## src/pbcc_pkg.sv

```systemverilog
// ---------------------------------------------------------------------------
// Packet body checksum check package
// Payload types, codes and header size constants shared by the block.
// ---------------------------------------------------------------------------
package pbcc_pkg;

   localparam int unsigned LEN_W = 20;

   localparam logic [LEN_W-1:0] STD_HEADER_BYTES = 20'd24;
   localparam logic [LEN_W-1:0] SEC_HEADER_BYTES = 20'd12;

   typedef enum logic [1:0] {
      MODE_NONE = 2'd0,
      MODE_SUM8 = 2'd1,
      MODE_SUM16 = 2'd2,
      MODE_SUM32 = 2'd3
   } mode_type;

   typedef enum logic [1:0] {
      STATUS_MATCH = 2'd0,
      STATUS_MISMATCH = 2'd1,
      STATUS_NOT_PRESENT = 2'd2,
      STATUS_LENGTH_ERROR = 2'd3
   } status_type;

   typedef struct packed {
      logic [7:0] body_byte;
      logic first_of_packet;
      logic [LEN_W-1:0] packet_bytes;
      logic has_secondary;
      logic [1:0] checksum_mode;
   } req_payload_type;

   typedef struct packed {
      status_type check_status;
      logic [31:0] computed_sum;
      logic [31:0] recorded_sum;
   } rsp_payload_type;

   typedef struct packed {
      logic valid;
      req_payload_type item;
   } stage_type;

   function automatic logic [2:0] unit_bytes(input logic [1:0] mode);
      logic [2:0] u;
      unique case (mode)
         MODE_SUM8: u = 3'd1;
         MODE_SUM16: u = 3'd2;
         default: u = 3'd4;
      endcase
      return u;
   endfunction

   function automatic logic [31:0] unit_mask(input logic [1:0] mode);
      logic [31:0] m;
      unique case (mode)
         MODE_SUM8: m = 32'h0000_00FF;
         MODE_SUM16: m = 32'h0000_FFFF;
         default: m = 32'hFFFF_FFFF;
      endcase
      return m;
   endfunction

endpackage

```

## src/pbcc_if.sv

```systemverilog
// ---------------------------------------------------------------------------
// Packet body checksum check channels
// Valid/ready channels for body byte requests and check responses.
// ---------------------------------------------------------------------------
interface pbcc_req_if import pbcc_pkg::*; ();
   logic valid;
   logic ready;
   req_payload_type payload;

   modport source (output valid, output payload, input ready);
   modport sink (input valid, input payload, output ready);
endinterface

interface pbcc_rsp_if import pbcc_pkg::*; ();
   logic valid;
   logic ready;
   rsp_payload_type payload;

   modport source (output valid, output payload, input ready);
   modport sink (input valid, input payload, output ready);
endinterface

```

## src/pbcc_in_stage.sv

```systemverilog
// ---------------------------------------------------------------------------
// Packet body checksum check input stage
// Registers one request transaction and hands it to the checksum core.
// ---------------------------------------------------------------------------
module pbcc_in_stage import pbcc_pkg::*; (
   input logic clock,
   input logic reset,
   pbcc_req_if.sink req_ch,
   input logic advance,
   output stage_type stage
);

   logic valid_ff;
   logic valid_in;
   req_payload_type item_ff;

   assign req_ch.ready = !valid_ff || advance;

   always_comb begin
      if (req_ch.valid && req_ch.ready) begin
         valid_in = 1'b1;
      end else if (advance) begin
         valid_in = 1'b0;
      end else begin
         valid_in = valid_ff;
      end
   end

   always_ff @(posedge clock) begin
      if (reset) begin
         valid_ff <= 1'b0;
      end else begin
         valid_ff <= valid_in;
      end
   end

   // hold payload until a new transaction is taken
   always_ff @(posedge clock) begin
      if (req_ch.valid && req_ch.ready) begin
         item_ff <= req_ch.payload;
      end
   end

   assign stage.valid = valid_ff;
   assign stage.item = item_ff;

endmodule

```

## src/pbcc_core.sv

```systemverilog
// ---------------------------------------------------------------------------
// Packet body checksum check core
// Tracks the packet, sums body units, captures the trailer, emits status.
// ---------------------------------------------------------------------------
module pbcc_core import pbcc_pkg::*; (
   input logic clock,
   input logic reset,
   input stage_type stage,
   output logic advance,
   pbcc_rsp_if.source rsp_ch
);

   logic active_ff, active_in;
   logic [LEN_W-1:0] pos_ff, pos_in;
   logic [LEN_W-1:0] len_ff, len_in;
   logic [1:0] mode_ff, mode_in;
   logic [31:0] sum_ff, sum_in;
   logic [23:0] asm_ff, asm_in;
   logic [31:0] trl_ff, trl_in;

   logic rsp_valid_ff;
   rsp_payload_type rsp_ff;
   logic emit;
   rsp_payload_type rsp_in;

   logic first;
   logic [1:0] eff_mode;
   logic [2:0] ubytes;
   logic [1:0] umask;
   logic [LEN_W-1:0] hdr;
   logic size_short;
   logic [LEN_W-1:0] body_new;
   logic len_short;
   logic [LEN_W-1:0] eff_len;
   logic [LEN_W-1:0] sumlen;
   logic [LEN_W-1:0] whole;
   logic [LEN_W-1:0] p;
   logic [31:0] sum_cur;
   logic [23:0] asm_cur;
   logic [31:0] trl_cur;
   logic [1:0] k;
   logic [1:0] kt;
   logic [31:0] part;
   logic [31:0] shifted;
   logic [31:0] shifted_trl;
   logic [31:0] step_sum;
   logic [23:0] step_asm;
   logic [31:0] step_trl;
   logic [LEN_W:0] p_inc;
   logic done;

   assign advance = stage.valid && (!rsp_valid_ff || rsp_ch.ready);

   always_comb begin
      first = stage.item.first_of_packet;
      eff_mode = first ? stage.item.checksum_mode : mode_ff;
      ubytes = unit_bytes(eff_mode);
      umask = 2'(ubytes - 3'd1);
      hdr = stage.item.has_secondary ? (STD_HEADER_BYTES + SEC_HEADER_BYTES)
                                     : STD_HEADER_BYTES;
      size_short = stage.item.packet_bytes < hdr;
      body_new = stage.item.packet_bytes - hdr;
      len_short = body_new < {{(LEN_W-3){1'b0}}, ubytes};
      eff_len = first ? body_new : len_ff;
      sumlen = eff_len - {{(LEN_W-3){1'b0}}, ubytes};
      whole = sumlen & ~{{(LEN_W-2){1'b0}}, umask};
      p = first ? '0 : pos_ff;
      sum_cur = first ? '0 : sum_ff;
      asm_cur = first ? '0 : asm_ff;
      trl_cur = first ? '0 : trl_ff;

      k = p[1:0] & umask;
      kt = p[1:0] - sumlen[1:0];
      shifted = {24'b0, stage.item.body_byte} << {k, 3'b000};
      shifted_trl = {24'b0, stage.item.body_byte} << {kt, 3'b000};
      part = {8'b0, asm_cur} | shifted;

      step_sum = sum_cur;
      step_asm = asm_cur;
      step_trl = trl_cur;
      if (p < whole) begin
         if (k == umask) begin
            step_sum = (sum_cur + part) & unit_mask(eff_mode);
            step_asm = '0;
         end else begin
            step_asm = part[23:0];
         end
      end else if (p >= sumlen) begin
         step_trl = trl_cur | shifted_trl;
      end

      p_inc = {1'b0, p} + {{LEN_W{1'b0}}, 1'b1};
      done = p_inc >= {1'b0, eff_len};
   end

   always_comb begin
      active_in = active_ff;
      pos_in = pos_ff;
      len_in = len_ff;
      mode_in = mode_ff;
      sum_in = sum_ff;
      asm_in = asm_ff;
      trl_in = trl_ff;
      emit = 1'b0;
      rsp_in.check_status = STATUS_MATCH;
      rsp_in.computed_sum = step_sum;
      rsp_in.recorded_sum = step_trl;
      if (advance && (first || active_ff)) begin
         mode_in = eff_mode;
         if (first && (stage.item.checksum_mode == MODE_NONE)) begin
            active_in = 1'b0;
            pos_in = '0;
            len_in = '0;
            sum_in = '0;
            asm_in = '0;
            trl_in = '0;
            emit = 1'b1;
            rsp_in.check_status = STATUS_NOT_PRESENT;
            rsp_in.computed_sum = '0;
            rsp_in.recorded_sum = '0;
         end else if (first && (size_short || len_short)) begin
            active_in = 1'b0;
            pos_in = '0;
            len_in = '0;
            sum_in = '0;
            asm_in = '0;
            trl_in = '0;
            emit = 1'b1;
            rsp_in.check_status = STATUS_LENGTH_ERROR;
            rsp_in.computed_sum = '0;
            rsp_in.recorded_sum = '0;
         end else begin
            len_in = eff_len;
            pos_in = p_inc[LEN_W-1:0];
            sum_in = step_sum;
            asm_in = step_asm;
            trl_in = step_trl;
            active_in = !done;
            emit = done;
            rsp_in.check_status = (step_sum == step_trl) ? STATUS_MATCH : STATUS_MISMATCH;
         end
      end
   end

   always_ff @(posedge clock) begin
      if (reset) begin
         active_ff <= 1'b0;
         pos_ff <= '0;
         len_ff <= '0;
         mode_ff <= '0;
         sum_ff <= '0;
         asm_ff <= '0;
         trl_ff <= '0;
         rsp_valid_ff <= 1'b0;
      end else begin
         active_ff <= active_in;
         pos_ff <= pos_in;
         len_ff <= len_in;
         mode_ff <= mode_in;
         sum_ff <= sum_in;
         asm_ff <= asm_in;
         trl_ff <= trl_in;
         if (emit) begin
            rsp_valid_ff <= 1'b1;
         end else if (rsp_ch.ready) begin
            rsp_valid_ff <= 1'b0;
         end
      end
   end

   always_ff @(posedge clock) begin
      if (emit) begin
         rsp_ff <= rsp_in;
      end
   end

   assign rsp_ch.valid = rsp_valid_ff;
   assign rsp_ch.payload = rsp_ff;

endmodule

```

## src/packet_body_checksum_check.sv

```systemverilog
// ---------------------------------------------------------------------------
// Packet body checksum check
// Streams a packet body byte by byte and reports its data checksum status.
// ---------------------------------------------------------------------------
// Accepts one body byte per clock unless the status output stalls, with no
// gaps between packets. The first byte of a packet also carries the packet
// size, secondary header flag and checksum mode. A status transaction for
// the byte that completes it goes through the input register, then the
// result register; the rate is set by the update of the running sum and
// byte position in the checksum core. Mode none and short packets report
// on the first byte. A new first byte drops an open packet without status.
module packet_body_checksum_check import pbcc_pkg::*; (
   input logic clock,
   input logic reset,
   pbcc_req_if.sink req_ch,
   pbcc_rsp_if.source rsp_ch
);

   stage_type stage;
   logic advance;

   pbcc_in_stage u_in_stage (
      .clock (clock),
      .reset (reset),
      .req_ch (req_ch),
      .advance (advance),
      .stage (stage)
   );

   pbcc_core u_core (
      .clock (clock),
      .reset (reset),
      .stage (stage),
      .advance (advance),
      .rsp_ch (rsp_ch)
   );

endmodule

```

## src/flat_wrapper.sv

```systemverilog
// flat-port wrapper written by rule: the top's interface ports become plain ports
module packet_body_checksum_check_flat import pbcc_pkg::*;
  (clock, reset, req_ch_valid, req_ch_payload, req_ch_ready, rsp_ch_valid, rsp_ch_payload, rsp_ch_ready);
  pbcc_req_if req_ch_i ();
  pbcc_rsp_if rsp_ch_i ();
  input logic clock;
  input logic reset;
  input wire logic [$bits(req_ch_i.valid)-1:0] req_ch_valid;
  input wire logic [$bits(req_ch_i.payload)-1:0] req_ch_payload;
  output wire logic [$bits(req_ch_i.ready)-1:0] req_ch_ready;
  output wire logic [$bits(rsp_ch_i.valid)-1:0] rsp_ch_valid;
  output wire logic [$bits(rsp_ch_i.payload)-1:0] rsp_ch_payload;
  input wire logic [$bits(rsp_ch_i.ready)-1:0] rsp_ch_ready;
  assign req_ch_i.valid = req_ch_valid;
  assign req_ch_i.payload = req_ch_payload;
  assign req_ch_ready = req_ch_i.ready;
  assign rsp_ch_valid = rsp_ch_i.valid;
  assign rsp_ch_payload = rsp_ch_i.payload;
  assign rsp_ch_i.ready = rsp_ch_ready;
  packet_body_checksum_check u_core (.clock(clock), .reset(reset), .req_ch(req_ch_i), .rsp_ch(rsp_ch_i));
endmodule
```

## config.mk

```make
export PLATFORM = sky130hd
export DESIGN_NAME = packet_body_checksum_check_flat
export DESIGN_NICKNAME = d
export VERILOG_FILES = /design/src/pbcc_pkg.sv /design/src/pbcc_if.sv /design/src/pbcc_in_stage.sv /design/src/pbcc_core.sv /design/src/packet_body_checksum_check.sv /design/src/flat_wrapper.sv
export SDC_FILE = /design/constraint.sdc
export NUM_CORES = 1
export LEC_CHECK = 0
export BUFFER_PORTS_ARGS = -buffer_cell sky130_fd_sc_hd__buf_2
export CAP_MARGIN = 10
export CORE_UTILIZATION = 65
export CTS_BUF_LIST = sky130_fd_sc_hd__clkbuf_8
export DETAILED_ROUTE_END_ITERATION = 16
export PLACE_DENSITY = 0.93
export SLEW_MARGIN = 20
export SYNTH_ARGS = -nofsm -noshare
export SYNTH_HDL_FRONTEND = slang
export SYNTH_SLANG_ARGS = --single-unit
```

## constraint.sdc

```tcl
create_clock -name clock -period 12.37 [get_ports clock]
set_input_delay 2.474 -clock clock [delete_from_list [all_inputs] [get_ports clock]]
set_output_delay 2.474 -clock clock [all_outputs]
set_load 0.02 [all_outputs]
```

### Word-level counts from Yosys, hierarchy flattened

Cells that the tools add are included.

| word-level totals | value |
|---|---|
| input port bits | 36 |
| logic and storage cells | 99 |
| output and inout bits | 68 |
| register bits | 231 |

| cells by class | value |
|---|---|
| mux-type cells | 41 |
| shift operators | 2 |
| equal/unequal tests | 4 |
| bitwise operators | 7 |
| order comparisons | 5 |
| reductions and logical operators | 16 |
| add/sub/neg operators | 6 |

Operators with widths:

| kind | count |
|---|---|
| 32-bit 2-to-1 mux | 12 |
| 64-bit 2-to-1 mux | 2 |
| 20-bit 2-to-1 mux | 6 |
| 24-bit 2-to-1 mux | 5 |
| 66-bit 2-to-1 mux | 1 |
| 32-bit case mux with 2 select lines | 1 |
| 8-bit by 5-bit << shifter with 32-bit output | 2 |
| 32-bit adder | 1 |
| 32-bit bitwise AND | 1 |
| 32-bit equality test | 1 |
| 24-bit by 32-bit bitwise OR with 32-bit output | 1 |
| 32-bit bitwise OR | 1 |
| 20-bit by 1-bit adder with 21-bit output (second input constant) | 1 |
| 21-bit by 20-bit >= comparator with 1-bit output | 1 |
| 20-bit bitwise AND | 1 |
| 20-bit >= comparator | 1 |
| 20-bit < comparator | 1 |
| 20-bit by 3-bit < comparator with 1-bit output | 1 |
| 20-bit by 6-bit < comparator with 1-bit output | 1 |
| 2-bit inverter with 20-bit output | 1 |
| 20-bit by 3-bit subtractor with 20-bit output | 1 |
| 20-bit by 6-bit subtractor with 20-bit output | 1 |
| 1-bit 2-to-1 mux | 10 |
| 6-bit 2-to-1 mux | 1 |
| other kinds (15) | 26 |

### Longest topological paths before layout

Gate-level depths: netlist (run 1).

| depth | value |
|---|---|
| depth after elaboration | 16 |
| gate-level depth with buffers | 34 |
| depth with buffers taken out | 29 |

### Modules after synthesis

From an unflattened synthesis (run 1), not the netlist that was laid out.

| second synthesis, totals | value |
|---|---|
| cell total of the unflattened synthesis | 1650 |
| area total of the unflattened synthesis | 14258.7 um2 |

By module, submodules not included:

| module | seq. area each (um2) | instances | area an instance (um2) | cells each |
|---|---|---|---|---|
| pbcc_core | 4624.4 | 1 | 13235.2 | 1612 |
| pbcc_in_stage | 980.9 | 1 | 1023.5 | 38 |

### Worst setup path before layout (run 1)

Ideal clock, no wire load.

| timing path | value |
|---|---|
| path type | register -> register |
| start | reg u_core.u_in_stage.item_ff, in the netlist u_core.u_in_stage.stage[23] |
| end | reg u_core.u_core.rsp_ff, in the netlist u_core.u_core.rsp_ch.payload[64] (data pin) |
| setup time | 0.274 ns |
| arrival time | 7.182 ns |
| path buffers | 6 |
| data required time | 12.096 ns |
| cell stages (with the launch flop) | 32 |
| setup slack | 4.914 ns |
| clock period less this slack | 7.456 ns |
| path through | edfxtp_1 > clkbuf_1 > buf_1 > clkbuf_1 > buf_1 > clkbuf_1 > mux2i_1 > inv_1 > ha_1 > inv_1 > ha_1 > a21oi_1 > and3_1 > nand3_1 > nor2_1 > and3_1 > and3_1 > xnor2_1 > ha_1 > nand4_1 > or4_1 > a211o_1 > and3_1 > buf_6 > nand3_1 > a211oi_1 > or4b_1 > or4_1 > nor4_1 > nand4_1 > nor2_1 > a211oi_1 |

| on the way | value |
|---|---|
| cells in the longest elaborated chain, start to end | 14 |
| elaborated cells between the ends (all ways) | 42 |
| those cells by class | 4 x add/sub; 3 x order compare; 4 x eq/ne; 2 x shift; 16 x mux; 7 x bitwise; 6 x reduce/logical |

RTL lines:

| what | line | source |
|---|---|---|
| start: declaration | pbcc_in_stage.sv:15 | `req_payload_type item_ff;` |
| start signal: assignment | pbcc_in_stage.sv:40 | `item_ff <= req_ch.payload;` |
| 2-bit 2-to-1 mux * | pbcc_core.sv:56 | `eff_mode = first ? stage.item.checksum_mode : mode_ff;` |
| named net u_core.u_core.eff_mode[1] | pbcc_core.sv:27 | `logic [1:0] eff_mode;` |
| 2-bit equality test / 2-bit by 1-bit equality test with 1-bit output (equally long branches) | pbcc_pkg.sv:47, pbcc_pkg.sv:57 |  |
| 3-bit case mux with 2 select lines | pbcc_pkg.sv:47 | `unique case (mode)` |
| 2-bit by 1-bit subtractor with 2-bit output | pbcc_core.sv:58 | `umask = 2'(ubytes - 3'd1);` |
| 2-bit bitwise AND | pbcc_core.sv:72 | `k = p[1:0] & umask;` |
| 8-bit by 5-bit << shifter with 32-bit output | pbcc_core.sv:74 | `shifted = {24'b0, stage.item.body_byte} << {k, 3'b000};` |
| 24-bit by 32-bit bitwise OR with 32-bit output | pbcc_core.sv:76 | `part = {8'b0, asm_cur} \| shifted;` |
| 32-bit adder | pbcc_core.sv:83 | `step_sum = (sum_cur + part) & unit_mask(eff_mode);` |
| 32-bit bitwise AND | pbcc_core.sv:83 |  |
| 32-bit 2-to-1 mux | pbcc_core.sv:82 | `if (k == umask) begin` |
| 32-bit 2-to-1 mux | pbcc_core.sv:81 | `if (p < whole) begin` |
| 32-bit equality test | pbcc_core.sv:140 | `rsp_in.check_status = (step_sum == step_trl) ? STATUS_MATCH : STATUS_MISMATCH;` |
| 1-bit 2-to-1 mux | pbcc_core.sv:140 |  |
| 2-bit 2-to-1 mux * | pbcc_core.sv:121 | `end else if (first && (size_short \|\| len_short)) begin` |
| end signal: assignment | pbcc_core.sv:173 | `rsp_ff <= rsp_in;` |
| end: declaration | pbcc_core.sv:22 | `rsp_payload_type rsp_ff;` |

Mark *: on every way through the listed nets, which the timed path passes. The rest lies on a longest branch. The select of a mux whose other input is x is not followed.
A chain may end at the register's enable or synchronous reset.

### Worst setup path in the final report (run 1)

| timing path | value |
|---|---|
| start | reg u_core.u_in_stage.item_ff, in the netlist u_core.u_in_stage.stage[23] |
| end | reg u_core.u_core.rsp_ff, in the netlist u_core.u_core.rsp_ch.payload[64] (data pin) |

| on the way | value |
|---|---|
| cells in the longest elaborated chain, start to end | 14 |
| elaborated cells between the ends (all ways) | 42 |
| those cells by class | 4 x add/sub; 3 x order compare; 4 x eq/ne; 2 x shift; 16 x mux; 7 x bitwise; 6 x reduce/logical |

RTL lines:

| what | line |
|---|---|
| 2-bit 2-to-1 mux | pbcc_core.sv:56 |
| 2-bit equality test / 2-bit by 1-bit equality test with 1-bit output (equally long branches) | pbcc_pkg.sv:47, pbcc_pkg.sv:57 |
| 3-bit case mux with 2 select lines | pbcc_pkg.sv:47 |
| 2-bit by 1-bit subtractor with 2-bit output | pbcc_core.sv:58 |
| 2-bit bitwise AND | pbcc_core.sv:72 |
| 8-bit by 5-bit << shifter with 32-bit output | pbcc_core.sv:74 |
| 24-bit by 32-bit bitwise OR with 32-bit output | pbcc_core.sv:76 |
| 32-bit adder | pbcc_core.sv:83 |
| 32-bit bitwise AND | pbcc_core.sv:83 |
| 32-bit 2-to-1 mux | pbcc_core.sv:82 |
| 32-bit 2-to-1 mux | pbcc_core.sv:81 |
| 32-bit equality test | pbcc_core.sv:140 |
| 1-bit 2-to-1 mux | pbcc_core.sv:140 |
| 2-bit 2-to-1 mux | pbcc_core.sv:121 |

Parallel ways exist; a longest one is shown, timed or not. The select of a mux whose other input is x is not followed.

==> results of run 1 <==
## cells in the mapped netlist, types with 13 or more instances
master,instances
sky130_fd_sc_hd__nand4_1,19
sky130_fd_sc_hd__mux2i_1,13
sky130_fd_sc_hd__and2_1,21
sky130_fd_sc_hd__ha_1,84
sky130_fd_sc_hd__xnor2_1,47
sky130_fd_sc_hd__a21oi_1,113
sky130_fd_sc_hd__nor2b_1,78
sky130_fd_sc_hd__and3_1,17
sky130_fd_sc_hd__clkbuf_1,61
sky130_fd_sc_hd__a22oi_1,71
sky130_fd_sc_hd__o211ai_1,14
sky130_fd_sc_hd__nor2_1,260
sky130_fd_sc_hd__edfxtp_1,98
sky130_fd_sc_hd__nand3_1,28
sky130_fd_sc_hd__o21ai_0,28
sky130_fd_sc_hd__a21o_1,20
sky130_fd_sc_hd__a22o_1,38
sky130_fd_sc_hd__a211oi_1,25
sky130_fd_sc_hd__nor3_1,47
sky130_fd_sc_hd__xor2_1,35
sky130_fd_sc_hd__inv_1,49
sky130_fd_sc_hd__nand2_1,97
sky130_fd_sc_hd__dfxtp_1,133
## per-stage QoR
| stage | util | total power [mW] | instance area, um2 | hold slack, ns |
|---|---|---|---|---|
| 6_report | 0.730 | 1.70 | 15300 | 0.463 |
| 5_1_grt | 0.730 | 1.76 | 15300 | 0.475 |
| 4_1_cts | 0.730 | 1.70 | 15300 | 0.457 |
| 3_5_place_dp | 0.696 | 1.06 | 14600 | 0.447 |
| 3_3_place_gp | 0.696 | 1.05 | 14600 | 0.439 |
| 2_1_floorplan | - | 0.998 | 13900 | 0.432 |
## kinds of logic (layout without fill, tap and decap cells)
logic type,Yosys count,after routing,share of synthesized area
buffers and inverters,130,242,0.0366
adder cells (fa/ha/maj),88,88,0.0815
AND/OR/NAND/NOR,627,627,0.219
multiplexers,17,17,0.0126
flip-flops,231,231,0.404
AO/OA/AOI/OAI,392,392,0.195
XOR/XNOR,82,82,0.0517
## registers in the layout, summed over array words and instances, names as in the netlist
signal / cells
u_core.u_core.len_ff: 20
u_core.u_core.pos_ff: 20
u_core.u_in_stage.stage: 32
u_core.u_core.asm_ff: 24
u_core.u_core.trl_ff: 32
u_core.u_core.rsp_ch.valid: 1
u_core.u_core.rsp_ch.payload: 66
u_core.u_in_stage.valid_ff: 1
u_core.u_core.active_ff: 1
u_core.u_core.mode_ff: 2
u_core.u_core.sum_ff: 32
## routing by layer
metal / vias up / track usage
met2: 810 / 0.554
met1: 5934 / 0.501
met4: 0 / 0.148
li1: 5855 / -
met3: 140 / 0.0755
met5: - / 0
## report_power, final
part	switching [mW]	leakage [nW]	total, mW	internal, mW
Combinational	0.151	3.90	0.230	0.0791
Sequential	0.0154	1.99	0.826	0.811
Clock	0.314	0.407	0.644	0.330
Total	0.480	6.30	1.70	1.22
## worst min-delay path by stage
stage | end | slack, ns | cells after the start
2_1_floorplan | u_core.u_core.trl_ff[13] | 0.43 | 2
3_3_place_gp | u_core.u_core.trl_ff[17] | 0.44 | 2
3_5_place_dp | u_core.u_core.trl_ff[17] | 0.45 | 2
4_1_cts | u_core.u_core.trl_ff[20] | 0.46 | 2
5_1_grt | u_core.u_core.trl_ff[20] | 0.48 | 2
6_report | u_core.u_core.trl_ff[20] | 0.46 | 2
## cell type report
type	count	area, um2
timing repair buffer	123	668
multi-input combinational	1206	7770
tap	275	344
clock buffer	41	564
fill	1596	5660
inverter	49	184
clock inverter	29	160
sequential	231	5610
## worst register-to-register path: cells and delay by family (launching register included)
family	cells	cell delay [ns]
flops	1	0.35
mux	1	0.41
fa+ha+maj	4	1.43
buf+inv	4	1.51
compound gates	6	1.58
simple gates	12	3.11
xor+xnor	1	0.07
==> flow_results.org, run 1 <==
** Clocking
- The tree is rooted in a sky130_fd_sc_hd__clkbuf_8.
- Clock transition at path regs :: 0.06 ns
- For the worst-skew pair, the clock arrives at the later sink with an insertion delay of approximately 0.55 ns.
- The clock tree synthesis step divided the H-tree into 2 levels.
- Number of buffers created by CTS :: 38
- Largest buffer count on any clock path :: 3
- TritonCTS built the clock tree.
- Count of cells resized by post-cts repair :: 0
- Count of hold buffers inserted by post-cts repair :: 0
- Sinks on the clock net :: 231
- Post-CTS setup buffer count :: 0

** GRT
- The initial antenna violation count came to 0.
- GRT Total Usage :: 0.362
- Global-route wire length before repair :: around 62 mm
- Vias in the first global route :: around 12,000
- Entering global routing, the biggest net connects 95 pins.
- Summed over all layers, the global routing overflow is 0.

** STA
- For the final routed database, the setup TNS stands at 0 ns.
- Of the available clock period, the critical path in the final layout requires 0.705.
- Final hold viol count :: 0
- Setup skew after layout :: 0.0266 ns
- Setup-violating endpoint count in the final report :: 0
- Final critical-path setup slack :: 3.65 ns
- Final count of pins violating max slew :: 0
- Setup repair after global routing left no endpoint under its margin.
- Relative slew slack :: 0.238
- At the pin with the least slew margin, the transition time is approximately 1.1 ns.
- The smallest clock period supported by the final layout is computed as around 8.7 ns.
- Derived from the worst setup path, the maximum achievable clock frequency is approximately 110 MHz.

** Route
- Final Routed Wirelength :: slightly below 40 mm
- The detailed router put a total of between 15 and 20 mm of wire on met1.
- After the first detailed-routing iteration, the DRC count stood at between 1,000 and 1,500.
- For this run, design rule violations remaining after detail routing come to 0.
- Summed over all nets, wire length on met2 after detailed routing comes to ~17 mm.
- The highest layer touched by signal routing is met4.
- Average wire per cell in the routed design :: 20.3 um
- Initial DRT Pass Iterations :: 6
- Count of antenna-violating nets left after detailed routing :: 0
- Met3 WL post-DR :: ~4.6 mm
- Detailed-route vias per instance :: 6.52
- For this block, the via count after detailed routing is around 13,000.

** Setup path
- Data arrival time of the worst path :: ~9 ns
- The number of buffers and inverters on the critical path is 4.
- Setup Crit Path Kind :: flip-flop to flip-flop
- Slowest CP cell :: sky130_fd_sc_hd__buf_4
- Measured in cells, the most critical reg-to-reg path has a length of 28.
- STA classifies the critical path startpoint as a flip-flop.
- Counting stages on the worst path, the most repeated cell is sky130_fd_sc_hd__and3_1.
- In this run the critical register-to-register path is captured at u_core.u_core.rsp_ch.payload[64].
- Critical Path Start :: u_core.u_in_stage.stage[23]
- In this run the worst setup path terminates at u_core.u_core.rsp_ch.payload[64].
- Peak per-stage delay on the critical path :: slightly below 0.7 ns
- Along the worst path, the maximum fanout reaches 62.
- The worst register-to-register path begins at u_core.u_in_stage.stage[23].
- At the worst endpoint, the required time is 12.63 ns.
- The worst setup path is captured at a flip-flop.
- Register-to-register setup slack :: ~3.6 ns
- Number of logic stages on the critical path including buffering :: 28
- Cell family contributing the most delay on the critical path :: simple AND/OR/NAND/NOR gates

** Worst hold path
- Launch instance of the worst min-delay path :: u_core.u_core.trl_ff[20]
- In this run the worst hold path is classified as flip-flop to flip-flop.

** Power
- Summed over all cells, the static leakage comes to 6.30 nW.
- Dividing total power by cell area gives a power density of roughly 110 nW/um2.
- IR analysis of the VDD net gives a maximum drop of 104 uV.

** Floorplan
- In this run the horizontal extent of the chip is 148 um.
- For this configuration, the core starts out at a cell density of 0.662.
- Height of the die :: between 100 and 150 um
- Io pins :: 104
- In this run the standard cell core region covers approximately 21,000 um2.
- Die area :: around 22,000 um2
- Core Rows :: 53

** Cells and area
- Most frequent cells in the layout :: sky130_fd_sc_hd__nor2_1 (259), sky130_fd_sc_hd__dfxtp_1 (133), sky130_fd_sc_hd__a21oi_1 (113)
- The library cell used most frequently in the layout, excluding fill and tap cells, is sky130_fd_sc_hd__nor2_1.
- Diode insertion count for antenna repair :: 0
- Number of standard cells in the layout, taps in and fillers out :: 1,954
- Area growth from synthesis to layout :: 10.2%
- For this run, the post-layout net count is around 1,800.
- Share of layout cells above drive strength 1 :: 0.119

** Logic synthesis
- Proportion of netlist area held by the largest area contributor :: 0.212
- The most used flip-flop cell after synthesis is sky130_fd_sc_hd__dfxtp_1.
- During synthesis, Yosys emitted a total of 0 warnings.
- The cell area that synthesis handed to floorplanning was approximately 14,000 um2.
- Number of nets produced by synthesis :: 1,691
- Ranked by total cell area, the synthesized netlist is headed by sky130_fd_sc_hd__edfxtp_1 (21%), sky130_fd_sc_hd__dfxtp_1 (19%), sky130_fd_sc_hd__ha_1 (7.6%).
- Yosys mapped a number of flops with a built-in enable equal to 98.
- Instance count of the mapped netlist :: between 1,500 and 2,000
- Counting distinct cell types in the post-synthesis netlist gives between 70 and 80.
- Share of the yosys chip area belonging to registers :: 0.404
- Library cell occupying the most area in the post-synthesis netlist :: sky130_fd_sc_hd__edfxtp_1
- The synthesized design contains around 230 register bits.
- Average size of a mapped cell :: just under 9 um2
- Counting flops with an async set or reset pin after synthesis yields a share of 0.

** Placed design
- Detailed placement finished with a half-perimeter wire length of between 20 and 30 mm.
- Placed Cells :: ~1,900
- Before CTS, the worst setup slack after placement is around 3.8 ns.
- Quantity of I/O buffers inserted on ports :: just over 100
- At the end of routability-driven placement, the weighted congestion stood at roughly 1.

** Status
- Outcome :: finished, final reports clean

** Job
- The tool flagged a number of max-cap violations equal to 0.
(Power assumes the default switching activity.)
==> run 2, diff against run 1 <==
Settings changed: ABC_AREA set to 1, CORE_UTILIZATION 65 to 58, PLACE_DENSITY 0.93 to 0.88.
Clock period 12.37 ns to 7.2 ns, I/O delays scaled along.
==> run 2 against run 1 <==
Register-to-register slack got worse by 3.1 ns. Combinational power increased by 79%. Synthesized cell count increased by 49%. Sequential power increased by 69%. Hold slack improved by 0.0014 ns. Core utilization decreased by 7.1 points. Routed wire length increased by 27%.
==> flow_results.org, run 2 <==
** Logic synthesis
- The number of synthesized flops with an enable pin is 98 (unchanged).
- The register area share after synthesis came to 0.356 (-0.0476).
- Number of synthesized register bits :: 231 (unchanged)
- The count of distinct cell types in the synthesized netlist was 54 (-30%).
- Summed instance area of the synthesized netlist :: 15,700 um2 (+13%)
- Synth Area in Adders :: 0.0719 (-0.00960)
- The simple logic cell fraction of the synthesized area was 0.341 (+0.122).
- In the synthesized netlist the dominant register cell turns out to be sky130_fd_sc_hd__dfxtp_1.
- Counting instances in the post-synthesis netlist gives the leading cell types as sky130_fd_sc_hd__nand2_1 (815), sky130_fd_sc_hd__inv_1 (303), sky130_fd_sc_hd__nor2_1 (211), sky130_fd_sc_hd__a21oi_1 (181), sky130_fd_sc_hd__dfxtp_1 (133).
- Proportion of netlist area held by the largest area contributor :: 0.194 (-0.0176)
- The compound-cell area share of the yosys netlist came to 0.110 (-0.0842).
- Instance count of the mapped netlist :: 2,340 (+49%)
- Yosys instantiated no cell more often than sky130_fd_sc_hd__nand2_1.
- The count of synthesis-stage warnings from yosys is 0 (unchanged).
- The post-synthesis average cell area is 6.72 um2 (-24%).
- The share of async-settable or async-resettable flops after synthesis is 0 (unchanged).
- Combinational family with the most area after synthesis :: simple AND/OR/NAND/NOR gates
- The xor and xnor area share after synthesis came to 0.0232 (-0.0285).
- The net count of the mapped netlist came to 2,464 (+46%).
- The post-synthesis mux area share was 0 (-0.0126).
- The largest total area in the synthesized netlist belongs to sky130_fd_sc_hd__nand2_1.
- Leading cell types by total area after synthesis :: sky130_fd_sc_hd__nand2_1 (19%), sky130_fd_sc_hd__edfxtp_1 (19%), sky130_fd_sc_hd__dfxtp_1 (17%)

** Setup path
- Element type at the critical path start :: flip-flop
- Slowest CP cell :: sky130_fd_sc_hd__edfxtp_1
- Number of logic stages on the critical path including buffering :: 36 (+29%)
- The worst register-to-register path ends at u_core.u_core.rsp_ch.payload[64].
- The required time at the worst-slack endpoint was 7.52 ns (-5.11 ns).
- The delay of the slowest cell on the worst path came to 0.65 ns (-0.03 ns).
- The largest fanout of any net on the critical path is 13 (-79%).
- In this design, the largest share of critical-path delay is due to simple AND/OR/NAND/NOR gates.
- The cell count of the worst reg-to-reg path is 36 (+29%).
- Count of buffering cells on the critical path with inverters included :: 7 (+3)
- Reg-to-reg critical path startpoint :: u_core.u_in_stage.stage[23]
- Counting stages on the worst path, the most repeated cell is sky130_fd_sc_hd__nand2_1.
- Setup Crit Path Kind :: flip-flop to flip-flop
- CP endpoint kind :: flip-flop
- The minimum setup slack among reg-to-reg paths came to 0.59 ns (-3.06 ns).
- Data arrival time of the worst path :: 6.93 ns (-2.06 ns)

** Route
- The total routed wire length on the met1 layer is 22.1 mm (+37%).
- Vias after detailed routing :: 16,084 (+26%)
- The detailed router's first-iteration violation count is 1,974 (+36%).
- The number of routed nets with antenna violations came to 0 (unchanged).
- After detailed routing, no signal wire sits above met5.
- Average wire per cell in the routed design :: 18.0 um (-11%)
- The first-pass iteration count of the detailed router was 6 (unchanged).
- The met2 layer wire length in the routed design was 20.8 mm (+20%).
- Final Routed Wirelength :: 50.3 mm (+27%)
- Detailed-route vias per instance :: 5.77 (-12%)
- The number of remaining DRC errors was 0 (unchanged).
- Met3 WL post-DR :: 6.05 mm (+30%)

** Cells and area
- The sequential standard cell area is 5610 um2 (unchanged).
- In the layout the commonest cells are sky130_fd_sc_hd__nand2_1 (815), sky130_fd_sc_hd__inv_1 (312), sky130_fd_sc_hd__nor2_1 (211).
- The cell area after layout is 17,400 um2 (+14%).
- The share of cells above drive strength 1 was 0.102 (-0.0172).
- The area of combinational cells with multiple inputs came to 8620 um2 (+11%).
- From synthesis to final layout, the design area changed by 10.4%.
- The number of inserted filler cells in the final layout was 2,344 (+47%).
- Nets@finish :: 2,546 (+44%)
- Number of standard cells in the layout, taps in and fillers out :: 2,789 (+43%)
- The flip-flop count of the largest register after layout came to 66 (unchanged).
- Post-Route Utilization :: 0.659 (-0.0711)
- The library cell used most frequently in the layout, excluding fill and tap cells, is sky130_fd_sc_hd__nand2_1.

** Clocking
- The number of clock sinks came to 231 (unchanged).
- Post-CTS setup buffer count :: 0 (unchanged)
- The maximum clock path buffer count came to 3 (unchanged).
- The number of gates resized after cts came to 0 (unchanged).
- Count of hold buffers inserted by post-cts repair :: 0 (unchanged)
- The number of levels in the clock H-tree was 2 (unchanged).
- The clock latency reported for the late side of the worst-skew pair was 0.58 ns (+0.03 ns).
- The number of CTS-inserted buffers came to 41 (+7.9%).
- TritonCTS built the clock tree.
- Root buffer selected by CTS :: sky130_fd_sc_hd__clkbuf_8
- Clock transition at path regs :: 0.07 ns (about the same)

** Power
- Max IR drop VDD :: 153 uV (+47%)
- Power density relative to cell area :: 183 nW/um2 (+64%)
- The static power due to leakage came to 8.18 nW (+30%).
- The total power was 3.17 mW (+87%).

** STA
- RSZ-0062 raised after global routing :: false
- The setup TNS after final layout is 0 ns (unchanged).
- Tcrit/Tclk final :: 0.918 (+0.213)
- The time the worst path needs with I/O delays and setup is 6.61 ns (-2.11 ns).
- Relative slew slack :: 0.268 (+0.0296)
- Slew at the pin closest to its max-slew limit :: 1.10 ns (-0.0416 ns)
- The worst clock skew on the final layout came to 0.0383 ns (+0.0116 ns).
- The number of max-slew violations in the final report came to 0 (unchanged).
- The final setup violation count came to 0 (unchanged).
- Final critical-path setup slack :: 0.590 ns (-3.06 ns)
- Post-route worst hold slack :: 0.465 ns (+0.00143 ns)
- Maximum operating frequency :: 151 MHz (+32%)
- Final hold viol count :: 0 (unchanged)

** Floorplan
- The y dimension of the die was 167 um (+13%).
- The initial standard-cell utilization of the core is 0.597 (-0.0653).
- Core Rows :: 59 (+11%)
- DIE WIDTH :: 167 um (+13%)
- The number of placed I/O pins is 104 (unchanged).
- CORE AREA :: 26,400 um2 (+26%)
- Die area :: 27,800 um2 (+27%)

** Job
- Count of maximum capacitance violations :: 0 (unchanged)

** Worst hold path
- The path with the worst hold slack has its endpoint at u_core.u_core.asm_ff[17].
- Min-Delay Path Class :: flip-flop to flip-flop
- Number of cells on the worst hold path :: 2 (unchanged)
- Launch instance of the worst min-delay path :: u_core.u_core.asm_ff[17]

** GRT
- GRT Total Usage :: 0.358 (-0.00427)
- Antenna violations before repair :: 2 (+2)
- Vias in the first global route :: 14,422 (+21%)
- Global-route wire length before repair :: 77.9 mm (+25%)
- The largest net degree at the start of global routing was 97 (+2.1%).
- The total global routing overflow was 0 (unchanged).

** Placed design
- The setup slack after placement is 0.854 ns (-2.94 ns).
- The global placement routability congestion was 1.01 (+2.8%).
- Placed Area :: 16,500 um2 (+13%)
- The detailed placer's ending HPWL is 37.6 mm (+34%).
- The number of port buffers is 103 (unchanged).
- The total instance count after detailed placement came to 2,714 (+44%).

** Status
- The run finished with clean final reports.
run 2: worst register-to-register path: cells and delay by family (launching register included):
kind | cells | cell delay (ns)
buffers and inverters | 7 | 0.91
flip-flops | 1 | 0.65
adder cells (fa/ha/maj) | 3 | 1.00
XOR/XNOR | 1 | 0.16
AO/OA/AOI/OAI | 4 | 1.10
AND/OR/NAND/NOR | 21 | 2.53
run 2: cells by family (layout without fill, tap and decap cells):
family | count (synthesis) | in the layout
AND/OR/NAND/NOR | 1275 | 1275
XOR/XNOR | 40 | 40
buffers and inverters | 392 | 505
AO/OA/AOI/OAI | 314 | 314
flip-flops | 231 | 231
adder cells (fa/ha/maj) | 88 | 88
other | 0 | 1
run 2: routing by layer:
layer / GRT usage / up-vias
met3: 0.0746 / 102
met4: 0.0974 / 2
met2: 0.530 / 954
li1: - / 7661
met5: 0 / -
met1: 0.526 / 7365
run 2: cell type report:
type                       count  share of cell area
inverter                     309              0.0668
antenna                        1            0.000144
timing repair buffer         122              0.0380
tap                          335              0.0241
clock buffer                  49              0.0388
sequential                   231               0.323
clock inverter                25              0.0131
multi-input combinational   1717               0.496
run 2: where the power goes:
part           total, mW  internal [mW]  switching (mW)
sequential          1.40           1.38          0.0170
combinational      0.412          0.117           0.295
clock               1.36          0.769           0.594
total               3.17           2.27           0.906
run 2: worst max-delay path by stage:
stage / slack (ns) / from / end
floorplan: 1.26 / u_core.u_in_stage.stage[23] / u_core.u_core.rsp_ch.payload[64]
global placement: 1.06 / u_core.u_in_stage.stage[23] / u_core.u_core.rsp_ch.payload[64]
detailed placement: 0.85 / u_core.u_in_stage.stage[23] / u_core.u_core.rsp_ch.payload[64]
CTS: 0.79 / u_core.u_in_stage.stage[23] / u_core.u_core.rsp_ch.payload[64]
global route: 0.03 / u_core.u_in_stage.stage[23] / u_core.u_core.rsp_ch.payload[64]
finish: 0.59 / u_core.u_in_stage.stage[23] / u_core.u_core.rsp_ch.payload[64]
